==> config.mk <==
export PLATFORM = sky130hd
export DESIGN_NAME = utf16_to_utf8_transcoder_unit
export DESIGN_NICKNAME = d
export VERILOG_FILES = /design/src/u16to8_pkg.sv /design/src/u16to8_front.sv /design/src/u16to8_queue.sv /design/src/u16to8_back.sv /design/src/utf16_to_utf8_transcoder_unit.sv
export SDC_FILE = /design/constraint.sdc
export NUM_CORES = 1
export LEC_CHECK = 0
export ABC_AREA = 1
export ABC_CLOCK_PERIOD_IN_PS = 4390
export CAP_MARGIN = 10
export CORE_ASPECT_RATIO = 1.5
export CORE_MARGIN = 5
export CORE_UTILIZATION = 50
export CTS_CLUSTER_SIZE = 25
export DETAILED_ROUTE_END_ITERATION = 6
export DONT_BUFFER_PORTS = 1
export PLACE_DENSITY_LB_ADDON = 0.15
export SETUP_SLACK_MARGIN = 0.4
export SKIP_CTS_REPAIR_TIMING = 1
export SLEW_MARGIN = 20
export SYNTH_ARGS = -nofsm -noshare
export SYNTH_HDL_FRONTEND = slang
export SYNTH_HIERARCHICAL = 1
export SYNTH_SLANG_ARGS = --single-unit
==> constraint.sdc <==
create_clock -name clk -period 4.39 [get_ports clk]
set_input_delay 0.878 -clock clk [delete_from_list [all_inputs] [get_ports clk]]
set_output_delay 0.878 -clock clk [all_outputs]
set_load 0.05 [all_outputs]
==> src/u16to8_pkg.sv <==
// u16to8_pkg: shared types, constants and the UTF-8 byte encoder for the
// UTF-16 to UTF-8 transcoder. No dependencies.
package u16to8_pkg;

  localparam logic [5:0]  HIGH_TAG  = 6'h36;   // unit[15:10] of a high surrogate
  localparam logic [5:0]  LOW_TAG   = 6'h37;   // unit[15:10] of a low surrogate
  localparam logic [15:0] PAD_UNIT  = 16'hFFFF;
  localparam logic [20:0] QMARK_CP  = 21'h3F;  // '?'
  localparam logic [20:0] SUPP_BASE = 21'h10000;

  localparam int QDEPTH = 4;
  localparam int QPTR_W = $clog2(QDEPTH);
  localparam int QCNT_W = $clog2(QDEPTH + 1);

  // One encoded code point: up to four bytes, index of the final one.
  typedef struct packed {
    logic [3:0][7:0] bytes;
    logic [1:0]      last_idx;
  } utf8_entry_t;

  typedef struct packed {
    logic full;
    logic empty;
  } q_stat_t;

  function automatic utf8_entry_t encode_cp(input logic [20:0] cp);
    utf8_entry_t e;
    e = '0;
    if (cp < 21'h80) begin
      e.bytes[0] = {1'b0, cp[6:0]};
      e.last_idx = 2'd0;
    end else if (cp < 21'h800) begin
      e.bytes[0] = {3'b110, cp[10:6]};
      e.bytes[1] = {2'b10, cp[5:0]};
      e.last_idx = 2'd1;
    end else if (cp < 21'h10000) begin
      e.bytes[0] = {4'b1110, cp[15:12]};
      e.bytes[1] = {2'b10, cp[11:6]};
      e.bytes[2] = {2'b10, cp[5:0]};
      e.last_idx = 2'd2;
    end else begin
      e.bytes[0] = {5'b11110, cp[20:18]};
      e.bytes[1] = {2'b10, cp[17:12]};
      e.bytes[2] = {2'b10, cp[11:6]};
      e.bytes[3] = {2'b10, cp[5:0]};
      e.last_idx = 2'd3;
    end
    return e;
  endfunction

endpackage

==> src/u16to8_front.sv <==
// u16to8_front: accepts code units, tracks a held high surrogate and pushes
// encoded code points into the queue. Depends on u16to8_pkg.
module u16to8_front (
  input  logic                    clk,
  input  logic                    rst_n,
  input  logic                    in_valid,
  output logic                    in_ready,
  input  logic [15:0]             in_code_unit,
  input  logic                    in_end_of_name,
  input  u16to8_pkg::q_stat_t     q_stat,
  output logic                    push,
  output u16to8_pkg::utf8_entry_t push_entry
);

  logic        pending_r, pending_nxt;
  logic [9:0]  high_r, high_nxt;
  logic        accept;
  logic        is_high, is_low;
  logic        emit;
  logic [20:0] cp;

  assign in_ready = !q_stat.full;
  assign accept   = in_valid && in_ready;
  assign is_high  = (in_code_unit[15:10] == u16to8_pkg::HIGH_TAG);
  assign is_low   = (in_code_unit[15:10] == u16to8_pkg::LOW_TAG);

  always_comb begin
    pending_nxt = pending_r;
    high_nxt    = high_r;
    emit        = 1'b0;
    cp          = {5'd0, in_code_unit};
    if (accept) begin
      priority if (pending_r) begin
        // partner slot: always consumed
        pending_nxt = 1'b0;
        high_nxt    = '0;
        emit        = 1'b1;
        cp = is_low ? ({1'b0, high_r, in_code_unit[9:0]} + u16to8_pkg::SUPP_BASE)
                    : u16to8_pkg::QMARK_CP;
      end else if (in_code_unit == u16to8_pkg::PAD_UNIT) begin
        emit = 1'b0;
      end else if (is_high) begin
        if (in_end_of_name) begin
          emit = 1'b1;
          cp   = u16to8_pkg::QMARK_CP;
        end else begin
          pending_nxt = 1'b1;
          high_nxt    = in_code_unit[9:0];
        end
      end else begin
        emit = 1'b1;
      end
    end
  end

  assign push       = emit;
  assign push_entry = u16to8_pkg::encode_cp(cp);

  always_ff @(posedge clk) begin
    if (!rst_n) begin
      pending_r <= 1'b0;
      high_r    <= '0;
    end else begin
      pending_r <= pending_nxt;
      high_r    <= high_nxt;
    end
  end

  a_pair_clears: assert property (@(posedge clk) disable iff (!rst_n)
    (accept && pending_r) |=> !pending_r)
    else $error("held surrogate not released after partner unit");

endmodule

==> src/u16to8_queue.sv <==
// u16to8_queue: small FIFO of encoded code points between front and back.
// Depends on u16to8_pkg.
module u16to8_queue (
  input  logic                    clk,
  input  logic                    rst_n,
  input  logic                    push,
  input  u16to8_pkg::utf8_entry_t push_entry,
  input  logic                    pop,
  output u16to8_pkg::utf8_entry_t head,
  output u16to8_pkg::q_stat_t     q_stat
);

  u16to8_pkg::utf8_entry_t           slot_r [u16to8_pkg::QDEPTH];
  logic [u16to8_pkg::QPTR_W-1:0]     wr_ptr_r, rd_ptr_r;
  logic [u16to8_pkg::QCNT_W-1:0]     count_r, count_nxt;

  assign q_stat.full  = (count_r == u16to8_pkg::QCNT_W'(u16to8_pkg::QDEPTH));
  assign q_stat.empty = (count_r == '0);
  assign head         = slot_r[rd_ptr_r];

  always_comb begin
    count_nxt = count_r;
    if (push && !pop) count_nxt = count_r + 1'b1;
    if (pop && !push) count_nxt = count_r - 1'b1;
  end

  always_ff @(posedge clk) begin
    if (push) slot_r[wr_ptr_r] <= push_entry;
  end

  always_ff @(posedge clk) begin
    if (!rst_n) begin
      wr_ptr_r <= '0;
      rd_ptr_r <= '0;
      count_r  <= '0;
    end else begin
      if (push) wr_ptr_r <= wr_ptr_r + 1'b1;
      if (pop)  rd_ptr_r <= rd_ptr_r + 1'b1;
      count_r <= count_nxt;
    end
  end

  a_no_overflow: assert property (@(posedge clk) disable iff (!rst_n)
    push |-> !q_stat.full)
    else $error("push into full queue");

  a_no_underflow: assert property (@(posedge clk) disable iff (!rst_n)
    pop |-> !q_stat.empty)
    else $error("pop from empty queue");

  a_count_bound: assert property (@(posedge clk) disable iff (!rst_n)
    count_r <= u16to8_pkg::QCNT_W'(u16to8_pkg::QDEPTH))
    else $error("queue count beyond depth");

endmodule

==> src/u16to8_back.sv <==
// u16to8_back: takes encoded code points from the queue and sends them out
// one byte per transaction. Depends on u16to8_pkg.
module u16to8_back (
  input  logic                    clk,
  input  logic                    rst_n,
  input  u16to8_pkg::q_stat_t     q_stat,
  input  u16to8_pkg::utf8_entry_t head,
  output logic                    pop,
  output logic                    out_valid,
  input  logic                    out_ready,
  output logic [7:0]              out_utf8_byte,
  output logic                    out_last_byte
);

  u16to8_pkg::utf8_entry_t cur_r;
  logic                    cur_valid_r;
  logic [1:0]              idx_r;
  logic                    take, at_last, load;

  assign out_valid     = cur_valid_r;
  assign out_utf8_byte = cur_r.bytes[idx_r];
  assign at_last       = (idx_r == cur_r.last_idx);
  assign out_last_byte = at_last;
  assign take          = cur_valid_r && out_ready;
  // refill when idle or when the final byte leaves this cycle
  assign load          = !cur_valid_r || (take && at_last);
  assign pop           = load && !q_stat.empty;

  always_ff @(posedge clk) begin
    if (pop) cur_r <= head;
  end

  always_ff @(posedge clk) begin
    if (!rst_n) begin
      cur_valid_r <= 1'b0;
      idx_r       <= '0;
    end else if (load) begin
      cur_valid_r <= !q_stat.empty;
      idx_r       <= '0;
    end else if (take) begin
      idx_r <= idx_r + 1'b1;
    end
  end

endmodule

==> src/utf16_to_utf8_transcoder_unit.sv <==
// utf16_to_utf8_transcoder_unit: top level of the UTF-16 to UTF-8 transcoder.
// Depends on u16to8_pkg, u16to8_front, u16to8_queue, u16to8_back.
//
//  channel | ports                                   | direction
//  --------+-----------------------------------------+----------
//  in      | in_valid, in_ready, in_code_unit[15:0],  | into block
//          | in_end_of_name                          |
//  out     | out_valid, out_ready, out_utf8_byte[7:0], | out of block
//          | out_last_byte                           |
//
// Cycles: one input transaction per cycle while the queue has room; output
//   runs at one byte per cycle while out_ready is high and the queue holds
//   entries; a code point is 1 to 4 bytes (3 for a BMP unit above 0x7FF).
// Path: with the back end idle, an emitting unit is written into the queue
//   as it is accepted, then into the back end's byte register, which drives
//   its first byte.
// Reset: synchronous active low; clears the held surrogate, queue pointers
//   and the output valid.
// Stalls: a 4-entry queue decouples the sides; in_ready drops only when the
//   queue is full, and out_valid holds with stable data until out_ready.
module utf16_to_utf8_transcoder_unit (
  input  logic        clk,
  input  logic        rst_n,
  input  logic        in_valid,
  output logic        in_ready,
  input  logic [15:0] in_code_unit,
  input  logic        in_end_of_name,
  output logic        out_valid,
  input  logic        out_ready,
  output logic [7:0]  out_utf8_byte,
  output logic        out_last_byte
);

  u16to8_pkg::q_stat_t     q_stat;
  u16to8_pkg::utf8_entry_t push_entry;
  u16to8_pkg::utf8_entry_t head;
  logic                    push;
  logic                    pop;

  // front: classify units, pair surrogates, encode
  u16to8_front u_front (
    .clk            (clk),
    .rst_n          (rst_n),
    .in_valid       (in_valid),
    .in_ready       (in_ready),
    .in_code_unit   (in_code_unit),
    .in_end_of_name (in_end_of_name),
    .q_stat         (q_stat),
    .push           (push),
    .push_entry     (push_entry)
  );

  // queue of encoded code points
  u16to8_queue u_queue (
    .clk        (clk),
    .rst_n      (rst_n),
    .push       (push),
    .push_entry (push_entry),
    .pop        (pop),
    .head       (head),
    .q_stat     (q_stat)
  );

  // back: serialize bytes to the output channel
  u16to8_back u_back (
    .clk           (clk),
    .rst_n         (rst_n),
    .q_stat        (q_stat),
    .head          (head),
    .pop           (pop),
    .out_valid     (out_valid),
    .out_ready     (out_ready),
    .out_utf8_byte (out_utf8_byte),
    .out_last_byte (out_last_byte)
  );

endmodule

==> summary.md, run 1 <==
| Metric | Value |
|---|---|
| Final Util | 0.545 |
| Synth unique cells | 42 |
| Seq/Total Area, Yosys | 0.633 |
| CP arrival | 2.38 ns |
| Final setup viols | 0 |
| Post-synth EDFFs | 170 |
| Fin nets | 815 |
| Synth Area in Compound Gates | 0.119 |
| Largest net degree at the start of global routing | 69 |
| Reg2reg path depth | 16 |
| Status | finished, final reports clean |
| Initial DRC Count | 411 |
| Slew @ Worst Pin | 1.14 ns |
| Congestion Overflow GR | 0 |
| Most numerous cell in the Yosys netlist | edfxtp_1 |
| Dpl hpwl | 12.5 mm |
| Combinational fraction of design power | 0.260 |
| Pwr dens | 586 nW/µm² |
| Max frequency | 307 MHz |
| Final Max Tran Viols | 0 |
| Vias per cell | 5.74 |
| Clk sinks | 193 |
| Largest family of logic cells by synthesized area | simple AND/OR/NAND/NOR gates |
| WL met1 | 7.75 mm |
| Fraction of layout cells with a size suffix above 1 | 0.174 |
| Switch share | 0.338 |
| Post-synth top cells | edfxtp_1, nand2_1, nor2_1 |
| Share of the synthesized area in the top cell type | 0.581 |
| Global-route wire length before repair | 30.7 mm |
| Crit path launch | u_back/idx_r[0] |
| Syn avg cell area | 11.1 µm² |
| Ys Warns | 6 |
| Setup tns final | 0 ns |
| Die area | 20400 µm² |
| Highest routed layer | met4 |
| Clock transition at the registers of the reported paths | 0.07 ns |
| Slew Limit Headroom | 0.249 |
| Post-synthesis mux area share | 0 |
| Final Hold Viols | 0 |
| Total I/O pin count | 32 |
| Largest cells by area after synthesis | edfxtp_1, dfxtp_1, nand2_1 |
| Leak | 3.47 nW |
| IO Port Bufs | 0 |
| VDD IR max | 0.514 mV |
| MaxCap Viol Count | 0 |
| Fill count | 1464 |
| WL/cell | 19.3 µm |
| FF+latch area | 5570 µm² |
| Sequential group share of total power | 0.470 |
| TritonCTS Buffers | 17 |
| Worst EP required | 3.51 ns |
| Post-synthesis xor/xnor area fraction | 0.000997 |
| Vias | 5812 |
| GRT Util Overall | 0.194 |
| Critical path launch point type | register |
| R2R Path Start | u_queue/count_r[2] |
| Total Wirelength | 19.6 mm |
| Tcrit/Tclk final | 0.743 |
| Layout area overhead | 7.65% |
| Critical Path End | out_utf8_byte[6] |
| Commonest register cell after synthesis | edfxtp_1 |
| Mapped Cells | 789 |
| Placed Area | 8880 µm² |
| #FFs+latches synth | 193 |
| Residual DRC count | 0 |
| Die Ht | 172 µm |
| Simple-gate share of the synthesized area | 0.172 |
| Vias in the first global route | 5812 |
| Fin area | 9460 µm² |
| Int Power | 3.67 mW |
| Multi-input gate area | 2690 µm² |
| Initial Util | 0.507 |
| Kind of critical path | reg -> out |
| Core area | 17300 µm² |
| Synth async-reset ratio | 0 |
| Clock skew | 0.00891 ns |
| CTS Buffer Depth | 2 |
| Num rows | 59 |
| Psw | 1.88 mW |
| TritonRoute pass-1 iters | 5 |
| Post-DRT Antenna Nets | 0 |
| Initial antenna violation count | 0 |
| # H-tree levels | 4 |
| DR WL met2 | 10.3 mm |
| TritonCTS clock tree | done |
| Reg2Reg Capture Point | u_queue/count_r[2] |
| RSZ-0062 raised after global routing | no |
| Met3 wire length | 1.06 mm |
| Crit-path max FO | 19 |
| Root buf cell | clkbuf_16 |
| Worst setup EP type | output port |
| Clk Latency, worst-skew pair | 0.42 ns |
| HP Class | reg -> reg |
| Adder-cell area share of the yosys netlist | 0.0108 |
| DIE WIDTH | 118 µm |
| Synthesized area | 8790 µm² |
| Diodes inserted | 0 |
| GP Congestion | 0.896 |
| Cell taking the most area after synthesis | edfxtp_1 |
| Tmin final | 3.26 ns |
| Reg-to-reg slack, setup | 1.54 ns |
| Clock network fraction of total power | 0.270 |
==> layout make-up <==
| class | instances | share of cell area |
|---|---|---|
| clock inverter | 13 | 0.0144 |
| tap | 213 | 0.0282 |
| timing repair buffer | 12 | 0.00952 |
| sequential | 193 | 0.588 |
| clock buffer | 19 | 0.0468 |
| multi-input combinational | 493 | 0.284 |
| inverter | 70 | 0.0288 |
==> worst min-delay path by stage <==
stage,startpoint,to,depth (start not counted)
finish,u_queue/rd_ptr_r[1],u_queue/rd_ptr_r[1],1
floorplan,u_queue/rd_ptr_r[1],register,1
global placement,u_queue/rd_ptr_r[1],register,1
CTS,u_queue/rd_ptr_r[1],u_queue/rd_ptr_r[1],1
detailed placement,u_queue/rd_ptr_r[1],register,1
global route,u_queue/rd_ptr_r[1],u_queue/rd_ptr_r[1],1
==> metrics by stage <==
step                      hold slack, ns  power (mW)  instances  worst slack (ns)
after global placement             0.419        4.04        981              1.44
after floorplan                    0.412        3.75        791              1.17
after global routing               0.453        5.81       1013             0.998
after CTS                          0.436        5.59       1013              1.11
after detailed placement           0.427        4.10        981              1.36
final                              0.435        5.54       1013              1.13
==> cell families (layout without fill, tap and decap cells) <==
family	count (synthesis)	count (layout)
simple gates	312	312
flops	193	193
compound gates	170	170
buf+inv	105	114
fa+ha+maj	7	7
other cells	1	3
xor+xnor	1	1
==> placed cells by master (no fill, tap or decap), drive strengths merged, types with 2 or more instances in the layout <==
cell type,synthesis,routed
o22ai,43,43
buf,33,12
conb,1,3
nand4,9,9
a21oi,19,19
o21ai,104,104
edfxtp,170,170
clkbuf,2,19
nand3,37,37
dfxtp,23,23
bufinv,0,2
ha,6,6
and2,2,2
nor3,3,3
clkinv,1,10
inv,69,70
nand3b,2,2
nor2,127,127
nand2,129,129
or2,2,2
==> flip-flops by register name, summed over array words and instances, names as in the netlist, named ones only <==
register           count
u_queue/slot_r       136
u_back/cur_r          34
u_front/high_r        10
u_queue/count_r        3
u_back/idx_r           2
u_queue/rd_ptr_r       2
u_queue/wr_ptr_r       2
u_back/out_valid       1
u_front/pending_r      1
==> layer usage <==
| metal | GRT usage | vias up |
|---|---|---|
| met5 | 0 | - |
| met4 | 0.0704 | 0 |
| met3 | 0.0399 | 32 |
| met2 | 0.349 | 189 |
| met1 | 0.231 | 2853 |
| li1 | - | 2738 |
==> critical path: stages (launching register included) <==
cell,delay [ns]
dfxtp_1,0.87
o21ai_0,0.23
o22ai_1,0.87
==> power by group through the flow <==
stage	Clock, mW	Combinational [mW]	Sequential [mW]
finish	1.50	1.44	2.61
global route	1.61	1.57	2.64
CTS	1.52	1.46	2.61
detailed placement	0	1.46	2.65
global placement	0	1.40	2.63
floorplan	0	1.20	2.55
Note: power is estimated with default switching activity, not from simulation.
==> inputs of run 2 (changes only) <==
--- a/config.mk
+++ b/config.mk
@@ -6,7 +6,7 @@
 export NUM_CORES = 1
 export LEC_CHECK = 0
 export ABC_AREA = 1
-export ABC_CLOCK_PERIOD_IN_PS = 4390
+export ABC_CLOCK_PERIOD_IN_PS = 3070
 export CAP_MARGIN = 10
 export CORE_ASPECT_RATIO = 1.5
 export CORE_MARGIN = 5
==> constraint.sdc (replaced) <==
create_clock -name clk -period 3.07 [get_ports clk]
set_input_delay 0.614 -clock clk [delete_from_list [all_inputs] [get_ports clk]]
set_output_delay 0.614 -clock clk [all_outputs]
set_load 0.05 [all_outputs]
==> summary.md, run 2 (synthesis results as in run 1) <==
| Metric | Value |
|---|---|
| Status | finished, final reports clean |
| Final Max Tran Viols | 0 (unchanged) |
| Most frequent cells in the layout | edfxtp_1, nand2_1, nor2_1 |
| HP Class | in -> reg |
| Final Hold Viols | 0 (unchanged) |
| Placed Area | 8960 µm² (+0.90%) |
| Final setup viols | 0 (unchanged) |
| Congestion Overflow GR | 0 (unchanged) |
| Dpl hpwl | 12.6 mm (+0.75%) |
| Initial Util | 0.507 (unchanged) |
| Total Wirelength | 19.5 mm (-0.17%) |
| Met2 Track Usage GR | 0.357 (+0.00710) |
| Clock skew | 0.00958 ns (+0.000673 ns) |
| CTS Buffer Depth | 2 (unchanged) |
| Die Ht | 172 µm (unchanged) |
| Setup tns final | 0 ns (unchanged) |
| Die area | 20400 µm² (unchanged) |
| CP arrival | 2.72 ns (+0.34 ns) |
| MaxCap Viol Count | 0 (unchanged) |
| VDD IR max | 0.657 mV (+28%) |
| Reg2Reg Capture Point | u_queue/slot_r[2][7] |
| Max frequency | 390 MHz |
| Initial DRC Count | 432 (+5.1%) |
| Tmin final | 2.56 ns |
| Launch point of the worst hold path | rst_n |
| GRT Util Overall | 0.199 (+0.00418) |
| Met1 Track Usage GR | 0.240 (+0.00889) |
| Worst setup EP type | register |
| Critical path launch point type | register |
| DIE WIDTH | 118 µm (unchanged) |
| Crit-path max FO | 19 (unchanged) |
| Post-DRT Antenna Nets | 0 (unchanged) |
| Tcrit/Tclk final | 0.835 |
| Slew @ Worst Pin | 0.798 ns (-0.346 ns) |
| RSZ-0062 raised after global routing | yes |
| TritonCTS Buffers | 17 (unchanged) |
| CP cell instances | nor3_1 -> inv_2 -> nand2_4 -> inv_6 -> nand2_4 -> nand2_1 -> o21ai_4 -> inv_2 -> nand3_1 -> nor2_4 -> nand2_8 -> clkinvlp_4 -> buf_4 -> o21ai_2 |
| Biggest register | u_queue/slot_r |
| Worst EP required | 3.23 ns (-0.28 ns) |
| Diodes inserted | 0 (unchanged) |
| Max incr delay on CP | 0.40 ns (-0.47 ns) |
| Num rows | 59 (unchanged) |
| Clock transition at the registers of the reported paths | 0.07 ns (about the same) |
| Clk sinks | 193 (unchanged) |
| Fin area | 9680 µm² (+2.3%) |
| Initial antenna violation count | 0 (unchanged) |
| Reg-to-reg slack, setup | 0.51 ns (-1.03 ns) |
| TritonRoute pass-1 iters | 5 (unchanged) |
| Core area | 17300 µm² (unchanged) |
| R2R Path Start | u_queue/count_r[1] |
| Leak | 3.54 nW (+1.9%) |
| Worst Hold End | u_back/out_valid |
| Max reg flops | 136 (unchanged) |
| Largest regs | u_queue/slot_r x136, u_back/cur_r x34, u_front/high_r x10 |
| Reg2reg path depth | 14 (-2) |
| IO Port Bufs | 0 (unchanged) |
| GP Congestion | 0.891 (-0.50%) |
| Fill count | 1433 (-2.1%) |
| Fraction of layout cells with a size suffix above 1 | 0.190 (+0.0166) |
| TritonCTS clock tree | done |
| Residual DRC count | 0 (unchanged) |
| Total I/O pin count | 32 (unchanged) |
| Fin nets | 824 (+1.1%) |
| # H-tree levels | 4 (unchanged) |
| Global-route wire length before repair | 31.5 mm (+2.7%) |
| Slowest-stage cell, CP | dfxtp_1 |
| Vias in the first global route | 5931 (+2.0%) |
| Vias | 5734 (-1.3%) |
| WL/cell | 19.1 µm (-1.0%) |
| Kind of critical path | reg -> reg |
| Largest net degree at the start of global routing | 69 (unchanged) |
| Layout area overhead | 10.2% |
| Most common library cell in the layout ignoring fill and taps | edfxtp_1 |
| Met3 Use GR | 0.0350 (-0.00491) |
| Pwr dens | 839 nW/µm² (+43%) |
| GRT Max-Usage Layer | met2 |
| Root buf cell | clkbuf_16 |
| Hold Crit Depth | 2 (+1) |
| Clk Latency, worst-skew pair | 0.42 ns (about the same) |
| Slew Limit Headroom | 0.464 (+0.215) |
| Vias per cell | 5.61 (-2.2%) |
## run 2: changes by cell type in the layout (fill, tap and decap cells not counted), moves of 2 or more
| cell | previous run | this run |
|---|---|---|
| buf_12 | 0 | 5 |
| buf_4 | 12 | 16 |
| nand2_1 | 116 | 114 |
| inv_1 | 56 | 54 |
| bufinv_16 | 2 | 4 |
## run 2: area by class of cell
class	instances	area (µm²)	area share
sequential	193	5570	0.575
multi-input combinational	493	2730	0.282
clock buffer	18	429	0.0443
inverter	70	283	0.0292
tap	213	267	0.0275
timing repair buffer	21	220	0.0227
clock inverter	14	189	0.0195
## run 2: worst max-delay path by stage
stage / from / end / slack [ns]
after floorplan: out_ready / u_queue/count_r[2] / 0.56
after global placement: u_queue/count_r[2] / u_queue/count_r[2] / 0.37
after detailed placement: u_queue/count_r[2] / u_queue/count_r[2] / 0.19
after CTS: u_queue/count_r[2] / u_queue/count_r[2] / 0.17
after global routing: u_queue/count_r[2] / u_queue/count_r[2] / 0.37
final: u_queue/count_r[1] / u_queue/slot_r[2][7] / 0.51
## run 2: where the power goes
part	switching, mW	total, mW	internal, mW
logic	1.59	2.18	0.593
clock network	0.916	2.28	1.36
registers	0.185	3.66	3.47
## run 2: worst max-delay path: cells and delay by family, from the launching register on
family / cells / cell delay [ns]
flops: 1 / 0.40
compound gates: 2 / 0.15
simple gates: 7 / 1.00
buf+inv: 5 / 0.74
## run 2: per-layer routing
layer | vias to the layer above | share of wire
met4 | 0 | 0.019
met3 | 29 | 0.038
met5 | - | 0
li1 | 2759 | -
met1 | 2799 | 0.42
met2 | 147 | 0.52
## run 2: through the flow
step / utilization / hold WS [ns] / std cells / power [mW] / setup WS [ns]
after floorplan: - / 0.412 / 791 / 5.37 / 0.558
after global placement: 0.517 / 0.419 / 985 / 5.82 / 0.367
after detailed placement: 0.517 / 0.433 / 985 / 5.92 / 0.194
after CTS: 0.552 / 0.296 / 1017 / 8.19 / 0.166
after global routing: 0.558 / 0.317 / 1022 / 8.53 / 0.369
final: 0.558 / 0.318 / 1022 / 8.12 / 0.508
==> inputs of run 3 (changes only) <==
--- a/config.mk
+++ b/config.mk
@@ -6,7 +6,7 @@
 export NUM_CORES = 1
 export LEC_CHECK = 0
 export ABC_AREA = 1
-export ABC_CLOCK_PERIOD_IN_PS = 3070
+export ABC_CLOCK_PERIOD_IN_PS = 2500
 export CAP_MARGIN = 10
 export CORE_ASPECT_RATIO = 1.5
 export CORE_MARGIN = 5
==> constraint.sdc (replaced) <==
create_clock -name clk -period 2.5 [get_ports clk]
set_input_delay 0.5 -clock clk [delete_from_list [all_inputs] [get_ports clk]]
set_output_delay 0.5 -clock clk [all_outputs]
set_load 0.05 [all_outputs]
==> summary.md, run 3 (synthesis results as in run 1) <==
| Metric | Value |
|---|---|
| Setup tns final | 0 ns (unchanged) |
| Most frequent cells in the layout | edfxtp_1, nand2_1, nor2_1 |
| Worst setup EP type | output port |
| Slew Limit Headroom | 0.487 (+0.0231) |
| Global-route wire length before repair | 31.3 mm (-0.63%) |
| Num rows | 59 (unchanged) |
| Largest regs | u_queue/slot_r x136, u_back/cur_r x34, u_front/high_r x10 |
| GP Congestion | 0.945 (+6.0%) |
| Congestion Overflow GR | 0 (unchanged) |
| Max reg flops | 136 (unchanged) |
| IO Port Bufs | 0 (unchanged) |
| Most common library cell in the layout ignoring fill and taps | edfxtp_1 |
| TritonRoute pass-1 iters | 5 (unchanged) |
| Clock transition at the registers of the reported paths | 0.07 ns (about the same) |
| Tcrit/Tclk final | 0.866 |
| Worst EP required | 2.00 ns (-1.23 ns) |
| Fill count | 1431 (-0.14%) |
| Initial DRC Count | 438 (+1.4%) |
| WL/cell | 18.8 µm (-1.3%) |
| HP Class | in -> reg |
| Vias per cell | 5.55 (-1.1%) |
| Slew @ Worst Pin | 0.766 ns (-0.0314 ns) |
| TritonCTS clock tree | done |
| Final Max Tran Viols | 0 (unchanged) |
| Clk Latency, worst-skew pair | 0.43 ns (about the same) |
| # H-tree levels | 4 (unchanged) |
| Worst Setup Slack, final | 0.336 ns (-0.172 ns) |
| CTS Buffer Depth | 2 (unchanged) |
| Final setup viols | 0 (unchanged) |
| Post-DRT Antenna Nets | 0 (unchanged) |
| Vias | 5821 (+1.5%) |
| Critical path launch point type | register |
| Post-Layout Cell Count | 1049 (+2.6%) |
| Root buf cell | clkbuf_16 |
| TritonCTS Buffers | 17 (unchanged) |
| Biggest register | u_queue/slot_r |
| Vias in the first global route | 5957 (+0.44%) |
| Multi-input gate area | 2870 µm² (+5.4%) |
| Total I/O pin count | 32 (unchanged) |
| Max frequency | 462 MHz |
| Pwr dens | 990 nW/µm² (+18%) |
| Layout area overhead | 14.0% |
| Final Util | 0.577 (+0.0192) |
| Diodes inserted | 0 (unchanged) |
| Initial Util | 0.507 (unchanged) |
| Die Ht | 172 µm (unchanged) |
| Clock skew | 0.0122 ns (+0.00263 ns) |
| Tmin final | 2.16 ns |
| CP arrival | 1.66 ns (-1.06 ns) |
| RSZ-0062 raised after global routing | yes |
| Final Hold Viols | 0 (unchanged) |
| Status | finished, final reports clean |
| Clk sinks | 193 (unchanged) |
| FF+latch area | 5570 µm² (+0.11%) |
| Placed insts | 1002 (+1.7%) |
| GRT Util Overall | 0.199 (+0.000762) |
| Hold Crit Depth | 2 (unchanged) |
| MaxCap Viol Count | 0 (unchanged) |
| Leak | 3.64 nW (+2.9%) |
| Reg2reg path depth | 15 (+1) |
| Crit-path max FO | 13 (-6) |
| Initial antenna violation count | 0 (unchanged) |
| Fin nets | 851 (+3.3%) |
| Total Wirelength | 19.8 mm (+1.3%) |
| Dpl hpwl | 13.0 mm (+3.3%) |
| Total power | 9.91 mW (+22%) |
| Largest net degree at the start of global routing | 69 (unchanged) |
| Core area | 17300 µm² (unchanged) |
| Die area | 20400 µm² (unchanged) |
| Fraction of layout cells with a size suffix above 1 | 0.256 (+0.0656) |
| Residual DRC count | 0 (unchanged) |
| DP Worst Slack | 0.0900 ns (-0.104 ns) |
| Kind of critical path | reg -> out |
| VDD IR max | 0.606 mV (-7.8%) |
| DIE WIDTH | 118 µm (unchanged) |
run 3: area by class of cell:
type	instances	share of cell area
inverters	70	0.0304
repair buffers	48	0.0435
multi-input cells	493	0.287
flip-flops and latches	193	0.556
clock buffers	21	0.0450
clock inverters	11	0.0111
well taps	213	0.0266
run 3: report_power, final:
part	internal [mW]	switching, mW
combinational	0.879	2.05
sequential	4.27	0.185
clock	1.41	1.13
total	6.55	3.36
run 3: final timing paths:
| path | start | endpoint | slack [ns] |
|---|---|---|---|
| worst max-delay path | u_back/idx_r[0] | out_utf8_byte[2] | 0.34 |
| worst min-delay path | rst_n | u_back/out_valid | 0.19 |
| worst max register to register | u_queue/count_r[2] | u_queue/slot_r[2][0] | 0.35 |
| worst min register to register | u_queue/rd_ptr_r[1] | u_queue/rd_ptr_r[1] | 0.46 |
run 3: per-stage QoR:
stage | hold slack, ns | area [µm²]
floorplan | 0.412 | 8850
global placement | 0.419 | 9140
detailed placement | 0.450 | 9140
CTS | 0.175 | 9710
global route | 0.189 | 10000
finish | 0.193 | 10000
run 3: worst max-delay path, cell delays in order, from the launching register on:
cell,delay [ns]
dfxtp_2,0.40
buf_4,0.23
o21ai_0,0.11
o22ai_1,0.24
buf_4,0.25
run 3: layer usage:
| metal | GRT usage | part of all wire | vias up | wire length [µm] |
|---|---|---|---|---|
| li1 | - | - | 2820 | - |
| met1 | 0.226 | 0.39 | 2821 | 7750 |
| met2 | 0.369 | 0.54 | 150 | 10600 |
| met3 | 0.0422 | 0.046 | 30 | 907 |
| met4 | 0.0729 | 0.024 | 0 | 482 |
| met5 | 0 | 0 | - | 0 |
